## src/design/hmi_pkg.sv

```systemverilog
`timescale 1ns / 1ps

package hmi_pkg;

	localparam int MAX_BINS  = 1024;
	localparam int BIN_IDX_W = $clog2(MAX_BINS);
	localparam int LOADED_W  = BIN_IDX_W + 1;
	localparam int COUNT_W   = 32;
	localparam int TOTAL_W   = COUNT_W + BIN_IDX_W;
	localparam int EDGE_W    = 32;
	localparam int WIDTH_W   = 31;
	localparam int VALUE_W   = 48;
	localparam int MBIN_W    = 10;

	// divider: numerator width*(2*inbin-1), denominator 2*count, quotient below width
	localparam int NUM_W = WIDTH_W + COUNT_W + 1;
	localparam int DEN_W = COUNT_W + 1;
	localparam int QUO_W = WIDTH_W;

	localparam int PROD_W = WIDTH_W + COUNT_W;
	localparam int BOFS_W = WIDTH_W + BIN_IDX_W;

	localparam int CFG_IDX_W = 1;
	localparam logic [CFG_IDX_W-1:0] CFG_LEFT_EDGE = 1'd0;
	localparam logic [CFG_IDX_W-1:0] CFG_BIN_WIDTH = 1'd1;

	localparam logic [WIDTH_W-1:0] BIN_WIDTH_RESET = 31'd65536;

	typedef struct packed {
		logic [COUNT_W-1:0] bin_count;
		logic               last_bin;
	} bin_item_t;

	typedef struct packed {
		logic signed [VALUE_W-1:0] median_value;
		logic [MBIN_W-1:0]         median_bin;
		logic                      empty_histogram;
		logic                      bins_overflowed;
	} median_result_t;

	typedef struct packed {
		logic             start;
		logic [NUM_W-1:0] num;
		logic [DEN_W-1:0] den;
	} div_req_t;

	typedef struct packed {
		logic             done;
		logic [QUO_W-1:0] quo;
	} div_rsp_t;

endpackage

```

## src/design/hmi_div.sv

```systemverilog
`timescale 1ns / 1ps

// Restoring divider, one quotient bit per cycle. The caller guarantees the
// quotient fits QUO_W bits, so the top of the numerator starts below den.
module hmi_div import hmi_pkg::*; (
	input  logic     clk,
	input  logic     arst_n,
	input  div_req_t req,
	output div_rsp_t rsp
);

	localparam int STEP_W = $clog2(QUO_W);

	logic [DEN_W-1:0]  rem_q;
	logic [QUO_W-1:0]  nlo_q;
	logic [DEN_W-1:0]  den_q;
	logic [QUO_W-1:0]  quo_q;
	logic [STEP_W-1:0] step_q;
	logic              busy_q;
	logic              done_q;

	logic [DEN_W:0] trial;
	logic [DEN_W:0] diff;
	logic           ge;

	assign trial = {rem_q, nlo_q[QUO_W-1]};
	assign diff  = trial - {1'b0, den_q};
	assign ge    = trial >= {1'b0, den_q};

	always_ff @(posedge clk or negedge arst_n) begin
		if (!arst_n) begin
			busy_q <= 1'b0;
			done_q <= 1'b0;
			step_q <= '0;
		end else begin
			done_q <= 1'b0;
			if (req.start) begin
				busy_q <= 1'b1;
				step_q <= '0;
			end else if (busy_q) begin
				step_q <= step_q + 1'b1;
				if (step_q == STEP_W'(QUO_W - 1)) begin
					busy_q <= 1'b0;
					done_q <= 1'b1;
				end
			end
		end
	end

	always_ff @(posedge clk) begin
		if (req.start) begin
			rem_q <= req.num[NUM_W-1:QUO_W];
			nlo_q <= req.num[QUO_W-1:0];
			den_q <= req.den;
		end else if (busy_q) begin
			rem_q <= ge ? diff[DEN_W-1:0] : trial[DEN_W-1:0];
			nlo_q <= {nlo_q[QUO_W-2:0], 1'b0};
			quo_q <= {quo_q[QUO_W-2:0], ge};
		end
	end

	assign rsp.done = done_q;
	assign rsp.quo  = quo_q;

endmodule

```

## config.mk

```make
export PLATFORM = sky130hd
export DESIGN_NAME = hmi_div
export DESIGN_NICKNAME = d
export VERILOG_FILES = /design/src/design/hmi_pkg.sv /design/src/design/hmi_div.sv
export SDC_FILE = /design/constraint.sdc
export NUM_CORES = 1
export LEC_CHECK = 0
export BUFFER_PORTS_ARGS = -buffer_cell sky130_fd_sc_hd__buf_2
export CAP_MARGIN = 20
export CORE_MARGIN = 2
export CORE_UTILIZATION = 53
export DETAILED_ROUTE_END_ITERATION = 12
export MAX_ROUTING_LAYER = met4
export PLACE_DENSITY = 0.83
export SYNTH_ARGS = -nofsm -noshare
export SYNTH_HDL_FRONTEND = slang
export SYNTH_SLANG_ARGS = --single-unit
```

## constraint.sdc

```tcl
create_clock -name clk -period 9.2 [get_ports clk]
set_input_delay 0.92 -clock clk [delete_from_list [all_inputs] [get_ports clk]]
set_output_delay 0.92 -clock clk [all_outputs]
set_load 0.005 [all_outputs]
```

Yosys cells after proc, flatten, opt, wreduce, memory -nomap -nowiden
Cells that the tools add are included.

operators by class
  order comparisons = 1
  eq/ne operators = 1
  add/subtract/negate cells = 2
  reduce and logical (&&, ||, !) cells = 2
  mux-type cells = 13
  bitwise gates (word level) = 1

operator list
  kind                 count
  $mux 33              3
  $mux 31              2
  $ge 34x33->1         1
  $sub 33x33->33       1
  $mux 5               2
  $mux 1               6
  $add 5x1->5 const B  1
  $eq 5x5->1 const B   1
  $reduce_and 2->1     1
  $reduce_bool 2->1    1
  $not 1->1            1

storage, ports and cells
  flip-flop bits (word level) = 135
  output and inout port bits = 32

Depth between registers and ports, before layout
Gate-level depths: netlist of run 1.

  depth after elaboration = 4
  mapped depth = 15

Least setup slack after synthesis of run 1
OpenSTA, ideal clock, no wires.

  path type = reg2reg
  start = register nlo_q[30]
  end = register rem_q[10] (data pin)
  arrival = 2.868 ns
  data required time = 8.940 ns
  slack = 6.073 ns
  clock period less this slack = 3.127 ns
  cell stages (with the launch flop) = 16
  cells stage by stage = edfxtp_1 inv_1 ha_1 inv_1 fa_1 a21o_1 a21oi_1 or4_4 nand4_1 a31oi_1 nor3_2 nor2_4 inv_8 buf_6 mux2_1 mux2_2

on the way
  word-level cells in the longest chain between the ends = 4

ends and longest elaborated chain
  what                                                   RTL line                      source
  from (decl)                                            hmi_div.sv:15                 logic [QUO_W-1:0] nlo_q;
  from (signal assigned)                                 hmi_div.sv:53                 nlo_q <= req.num[QUO_W-1:0];
  from (signal assigned)                                 hmi_div.sv:57                 nlo_q <= {nlo_q[QUO_W-2:0], 1'b0};
  $sub 33x33->33 / $ge 34x33->1 (equally long branches)  hmi_div.sv:27, hmi_div.sv:28
  $mux 33 (*)                                            hmi_div.sv:56                 rem_q <= ge ? diff[DEN_W-1:0] : trial[DEN_W-1:0];
  $mux 33 (*)                                            hmi_div.sv:55                 end else if (busy_q) begin
  $mux 33 (*)                                            hmi_div.sv:51                 if (req.start) begin
  to (signal assigned)                                   hmi_div.sv:52                 rem_q <= req.num[NUM_W-1:QUO_W];
  to (signal assigned)                                   hmi_div.sv:56
  to (decl)                                              hmi_div.sv:14                 logic [DEN_W-1:0] rem_q;

Every way passes the cells marked *; elsewhere a longest branch is shown, timed or not. The select of a mux whose other input is x is not followed.
A chain may end at the register's enable or synchronous reset.

Final worst setup path of run 1
Ends and elaborated chain as after synthesis.

==> qor.csv, run 1 <==
metric,value,unit
status,finished clean,
Routed WL,15000,um
routed vias,4922,
DR iter-0 viols,357,
FMAX,289,MHz
Core ar.,0.0133,mm^2
Final Hold Violating Endpoints,0,
Seq cells post-synth,135,
Netlist cell types,61,
Routed Antenna Nets,0,
sequential cell area,0.00402,mm^2
die width,121,um
"Reg clk slew, reported paths",0.06,ns
Die ar.,0.0146,mm^2
CP endpoint kind,flip-flop,
hold crit path type,primary input to asynchronous set/reset pin,
VDD IR max,0.164,mV
synthesized area,0.00725,mm^2
Placement Rows,42,
total negative slack,0,ns
initial antenna violation count,0,
Final Slew Violations,0,
clk root buf,clkbuf_16,
post_cts resized,0,
Non-Filler Instances,890,
diodes inserted,0,
crit path kind,flip-flop to flip-flop,
"Async S/R FF share, synth",5.19,%
CTS tree,built,
Mapped Avg Cell Area,12.7,um^2
Syn. warnings,0,
postcts setup bufs,0,
Post-Place Cells,858,
H-tree depth,4,
post-synthesis sequential area ratio,55.4,%
TritonRoute pass-1 iters,5,
RSZ-0062 raised after global routing,no,
first-pass GRT wire length,24200,um
final net count,837,
Worst Tran Pin Value,0.834,ns
final setup fails,0,
Pwr Density,308,mW/mm^2
vias per inst,5.53,
initial core utilization,54.5,%
Post-route DRC,0,
Area Growth Syn to Fin,18.6,%
remaining global-route overflow,0,
Avg WL per Cell,16.8,um
Worst slew margin,44.4,%
ys flop type,edfxtp_1,
all-layer global routing usage,21.7,%
Post-synth EDFFs,128,
maxcap violations,0,
DP HPWL,10500,um
port bufs,131,
number of cells produced by synthesis,571,
Num CTS Buffers,17,
"Net Count, Synth",707,
hold buffer count at cts,0,
startpoint types,flip-flop,
worst path required time,9.36,ns
clock buffer depth,2,
CP max FO,35,
clk_lat worst skew,0.41,ns
# fillers,1016,
gpl congestion,0.924,
vias in the first global route,4912,
critical path arrival,3.63,ns
post-layout minimum cycle time,3.46,ns
Clock Skew,0.00610,ns
I/O pin cnt,132,
share of layout cells above drive strength 1,33.8,%
Pleak,0.00361,uW
fin crit share,37.6,%
clock sinks,135,
multi-input logic area,0.00294,mm^2
largest net degree at the start of global routing,73,
DIE HEIGHT,121,um
==> synthesized netlist by cell type (7+ instances only) <==
| cell type | instances | area [um^2] |
|---|---|---|
| nor2_1 | 21 | 78.8 |
| inv_1 | 41 | 154 |
| nand4_1 | 10 | 62.6 |
| nor3_1 | 9 | 45.0 |
| a21o_1 | 14 | 105 |
| clkbuf_1 | 15 | 56.3 |
| o21ai_0 | 19 | 95.1 |
| mux2_2 | 59 | 664 |
| mux2_1 | 15 | 169 |
| ha_1 | 35 | 438 |
| nand2_1 | 31 | 116 |
| xor2_1 | 10 | 87.6 |
| a21oi_1 | 37 | 185 |
| edfxtp_1 | 128 | 3840 |
| xnor2_1 | 22 | 193 |
| dfrtp_1 | 7 | 175 |
==> placed cells by master (no fill, tap or decap), drive strengths merged, types with 4 or more instances in the layout <==
cell    count
o21ai      22
mux2       74
or2         4
inv        48
clkbuf     17
nand4      10
nor3b       4
nand3       7
and2        4
edfxtp    128
nor2       22
nand2b      4
ha         35
a21oi      39
nor2b       5
xnor2      22
a31oi       7
o21bai      4
xor2       10
clkinv      5
nand2      31
nor3       10
buf       134
dfrtp       7
a21o       14
==> cells by family after synthesis <==
logic type	Yosys count	synth area share, %
fa+ha+maj	36	6.32
compound gates	108	9.63
mux	77	11.9
buf+inv	65	4.04
flops	135	55.4
simple gates	118	8.82
xor+xnor	32	3.87
==> worst paths after layout <==
path                           start        end  slack, ns  cells after the start
hold reg to reg            quo_q[14]  quo_q[15]       0.45                      0
min in group clk           quo_q[14]  quo_q[15]       0.45                      0
hold / removal                arst_n  step_q[2]       0.33                      1
setup reg to reg           nlo_q[30]  rem_q[10]       5.74                     14
setup / recovery           nlo_q[30]  rem_q[10]       5.74                     14
max in group asynchronous     arst_n  step_q[0]       8.71                      1
==> flip-flops by register name, indices dropped and copies added, names as in the netlist <==
name    flops
busy_q      1
den_q      33
done_q      1
nlo_q      31
quo_q      31
rem_q      33
step_q      5
==> worst max-delay path, cell delays in order (launching register included) <==
cell	delay (ns)
edfxtp_1	0.35
inv_1	0.05
ha_1	0.21
inv_1	0.07
fa_1	0.21
a21o_1	0.17
a21oi_1	0.09
or4_4	0.49
nand4_1	0.13
a31oi_1	0.11
nor3_2	0.32
nor2_4	0.13
inv_8	0.21
mux2_1	0.36
mux2_2	0.27
==> power by group <==
part / internal (uW) / leakage (uW) / switching [uW]
sequential: 824 / 0.00139 / 59.2
clock: 378 / 0.000273 / 276
combinational: 520 / 0.00194 / 589
==> per-layer routing <==
layer	vias up	track usage [%]	share of wire, %	routed length (um)
met5	-	-	0	0
met4	0	5.01	0.93	139
met2	146	34.7	49	7410
met1	2370	28.2	45	6690
li1	2394	-	-	-
met3	12	5.55	4.9	729
==> through the flow <==
stage / utilization, % / total power, uW / area, um^2 / hold slack, ns / worst slack [ns]
2_1_floorplan: - / 1770 / 7250 / 0.452 / 6.07
3_3_place_gp: 60.4 / 1930 / 8030 / 0.428 / 5.91
3_5_place_dp: 60.4 / 1980 / 8030 / 0.430 / 5.76
4_1_cts: 64.7 / 2650 / 8600 / 0.328 / 5.74
5_1_grt: 64.7 / 2810 / 8600 / 0.329 / 5.50
6_report: 64.7 / 2640 / 8600 / 0.334 / 5.74
==> layout make-up <==
| cell class | count | area share [%] |
|---|---|---|
| clock buffer | 17 | 4.95 |
| clock inverter | 15 | 1.67 |
| inverter | 42 | 1.92 |
| multi-input combinational | 371 | 34.2 |
| sequential | 135 | 46.8 |
| tap | 176 | 2.56 |
| timing repair buffer | 134 | 7.92 |
(Power assumes the default switching activity.)
==> run 2: changes to the inputs <==
- ABC_AREA: default -> 1
- CORE_UTILIZATION: 53 -> 52
- PLACE_DENSITY: 0.83 -> 0.84
- clock period: 9.2 -> 3 ns (I/O delays scaled with it)
==> run 2 against run 1 <==
- clock-buffer cell count is 1 higher
- first-iteration DRC count is 33% higher
- synthesized cell count is 80% higher
==> qor.csv, run 2 <==
metric,value,unit,change
Fin Hold WS,0.0384,ns,was 0.334 ns
routed vias,6770,,was 4922
Final Hold Violating Endpoints,0,,unchanged
Seq cells post-synth,135,,unchanged
CP max FO,19,,was 35
cell mode on critical path,nand2_1,,was inv_1
"top cells by count, synth","nand2_1, inv_1, edfxtp_1, nand3_1, nor2_1",,"was edfxtp_1, mux2_2, inv_1, a21oi_1, ha_1"
CTS tree,built,,unchanged
RSZ-0062 raised after global routing,no,,unchanged
die width,129,um,was 121 um
"commonest cells after routing, fill and taps aside","nand2_1, inv_1, buf_2",,"was buf_2, edfxtp_1, mux2_2"
"Async S/R FF share, synth",5.19,%,unchanged
Core ar.,0.0153,mm^2,was 0.0133 mm^2
Worst slew margin,50.2,%,was 44.4%
Worst Tran Pin Value,0.747,ns,was 0.834 ns
Netlist cell types,32,,was 61
Routed Antenna Nets,0,,unchanged
most common cell in the synthesized netlist,nand2_1,,was edfxtp_1
clock buffer depth,2,,unchanged
DP HPWL,13800,um,was 10500 um
DIE HEIGHT,129,um,was 121 um
post-synthesis sequential area ratio,49.2,%,was 55.4%
ys flop type,edfxtp_1,,unchanged
vias per inst,4.87,,was 5.53
crit path kind,flip-flop to flip-flop,,unchanged
largest net degree at the start of global routing,69,,was 73
CP peak stage delay,0.44,ns,was 0.49 ns
initial antenna violation count,0,,unchanged
Die ar.,0.0167,mm^2,was 0.0146 mm^2
share of layout cells above drive strength 1,16.3,%,was 33.8%
"area leader, netlist",edfxtp_1,,unchanged
clock sinks,135,,unchanged
H-tree depth,4,,unchanged
synthesized area,0.00816,mm^2,was 0.00725 mm^2
critical path arrival,2.83,ns,was 3.63 ns
CP endpoint kind,flip-flop,,unchanged
final setup fails,0,,unchanged
Num CTS Buffers,17,,unchanged
status,finished clean,,unchanged
post-layout minimum cycle time,2.63,ns,was 3.46 ns
Post-route DRC,0,,unchanged
I/O pin cnt,132,,unchanged
Syn. warnings,0,,unchanged
Mapped Avg Cell Area,7.93,um^2,was 12.7 um^2
worst path required time,3.19,ns,was 9.36 ns
vias in the first global route,6502,,was 4912
ranking of synthesized cells by area,"edfxtp_1, nand2_1, inv_1, ha_1, nand3_1",,"was edfxtp_1, mux2_2, ha_1, xnor2_1, a21oi_1"
final net count,1303,,was 837
number of cells produced by synthesis,1030,,was 571
"most common cell after layout, fill and taps aside",nand2_1,,was buf_2
TritonRoute pass-1 iters,5,,unchanged
postcts setup bufs,0,,unchanged
clk root buf,clkbuf_16,,unchanged
Pleak,0.00507,uW,was 0.00361 uW
FMAX,380,MHz,was 289 MHz
Synth top area share,47.1,%,was 53.0%
"Reg clk slew, reported paths",0.07,ns,was 0.06 ns
maxcap violations,0,,unchanged
clk_lat worst skew,0.43,ns,was 0.41 ns
total negative slack,0,ns,unchanged
gpl congestion,0.983,,was 0.924
Avg WL per Cell,13.5,um,was 16.8 um
crit-path cells,"inv_1, ha_1, inv_1, fa_1, nand3_1, nand3_2, nand2_1, nand2_2, nand2_4, buf_4, nand3_1, nand2_1, inv_1, nand2_1, nand2_1",,"was inv_1, ha_1, inv_1, fa_1, a21o_1, a21oi_1, or4_4, nand4_1, a31oi_1, nor3_2, nor2_4, inv_8, mux2_1, mux2_2"
VDD IR max,0.551,mV,was 0.164 mV
startpoint types,flip-flop,,unchanged
DR iter-0 viols,476,,was 357
Placement Rows,45,,was 42
hold crit path type,primary input to flip-flop,,was primary input to asynchronous set/reset pin
port bufs,131,,unchanged
"Net Count, Synth",1166,,was 707
Routed WL,18800,um,was 15000 um
Clock Skew,0.0127,ns,was 0.00610 ns
fin crit share,87.8,%,was 37.6%
all-layer global routing usage,24.1,%,was 21.7%
Post-synth EDFFs,128,,unchanged
diodes inserted,0,,unchanged
Area Growth Syn to Fin,18.5,%,was 18.6%
largest registers,"den_q (33), rem_q (33)",,unchanged
Final Slew Violations,0,,unchanged
initial core utilization,53.5,%,was 54.5%
Pwr Density,868,mW/mm^2,was 308 mW/mm^2
remaining global-route overflow,0,,unchanged
first-pass GRT wire length,30400,um,was 24200 um
slowest CP cell,fa_1,,was or4_4
[run 2: changes by cell type after synthesis, moves of 22 or more]
cell / before / now
inv_1: 41 / 169
nor2_1: 21 / 43
nand3b_1: 0 / 39
mux2_2: 59 / 0
nand2_1: 31 / 446
nand3_1: 6 / 60
[run 2: path summary, 6_finish.rpt]
kind / start / to / slack [ns] / cells after the start
max: nlo_q[30] / rem_q[31] / 0.37 / 15
min: req[21] / den_q[21] / 0.04 / 1
max reg2reg: nlo_q[30] / rem_q[31] / 0.37 / 15
min reg2reg: quo_q[13] / quo_q[14] / 0.45 / 0
max in group asynchronous: arst_n / step_q[4] / 2.60 / 2
min in group asynchronous: arst_n / step_q[1] / 0.24 / 2
[run 2: through the flow]
| stage | cells | setup slack, ns | util [%] | total power, uW | area (um^2) |
|---|---|---|---|---|---|
| finish | 1391 | 0.365 | 63.4 | 8400 | 9680 |
| global route | 1391 | 0.186 | 63.4 | 9050 | 9680 |
| detailed placement | 1358 | 0.383 | 59.4 | 6260 | 9070 |
| CTS | 1391 | 0.354 | 63.4 | 8410 | 9680 |
| floorplan | 1030 | 0.545 | - | 5380 | 8160 |
| global placement | 1358 | 0.438 | 59.4 | 6180 | 9070 |
[run 2: final cells by class]
type / count / area, um^2
Tap cell: 211 / 264
Inverter: 174 / 653
Multi-Input combinational cell: 697 / 3370
Clock inverter: 14 / 160
Clock buffer: 18 / 439
Timing Repair Buffer: 142 / 768
Fill cell: 1357 / 5580
Sequential cell: 135 / 4020
[run 2: critical path: cells and delay by family, from the launching register on]
| family | cells | cell delay, ns |
|---|---|---|
| buffers and inverters | 4 | 0.53 |
| adder cells (fa/ha/maj) | 2 | 0.59 |
| AND/OR/NAND/NOR | 9 | 0.93 |
| flip-flops | 1 | 0.36 |
[run 2: cells by family after synthesis]
group,share of synthesized area (%)
AOI/OAI and AO/OA,1.89
xor gates and xnor gates,1.50
adders and majority gates,5.61
buffers and inverters,9.52
DFF,49.2
and+or+nand+nor,32.3
[run 2: what timing repair did]
action / in CTS / in global routing
gates resized for setup: 0 / 0
hold buffers: 1 / 0
endpoints found under the hold margin: 7 / 0
[run 2: layer usage]
metal / part of all wire (%) / routed length, um / track usage, % / vias to the layer above
li1: - / - / - / 3511
met1: 46 / 8720 / 30.7 / 3046
met2: 46 / 8660 / 38.4 / 184
met3: 5.5 / 1030 / 5.00 / 29
met4: 2.0 / 382 / 8.38 / 0
met5: 0 / 0 / - / -
[run 2: power by group]
| part | internal [uW] | switching, uW | total (uW) |
|---|---|---|---|
| combinational | 1340 | 2320 | 3650 |
| clock | 1270 | 864 | 2130 |
| sequential | 2460 | 155 | 2620 |
| total | 5060 | 3340 | 8400 |
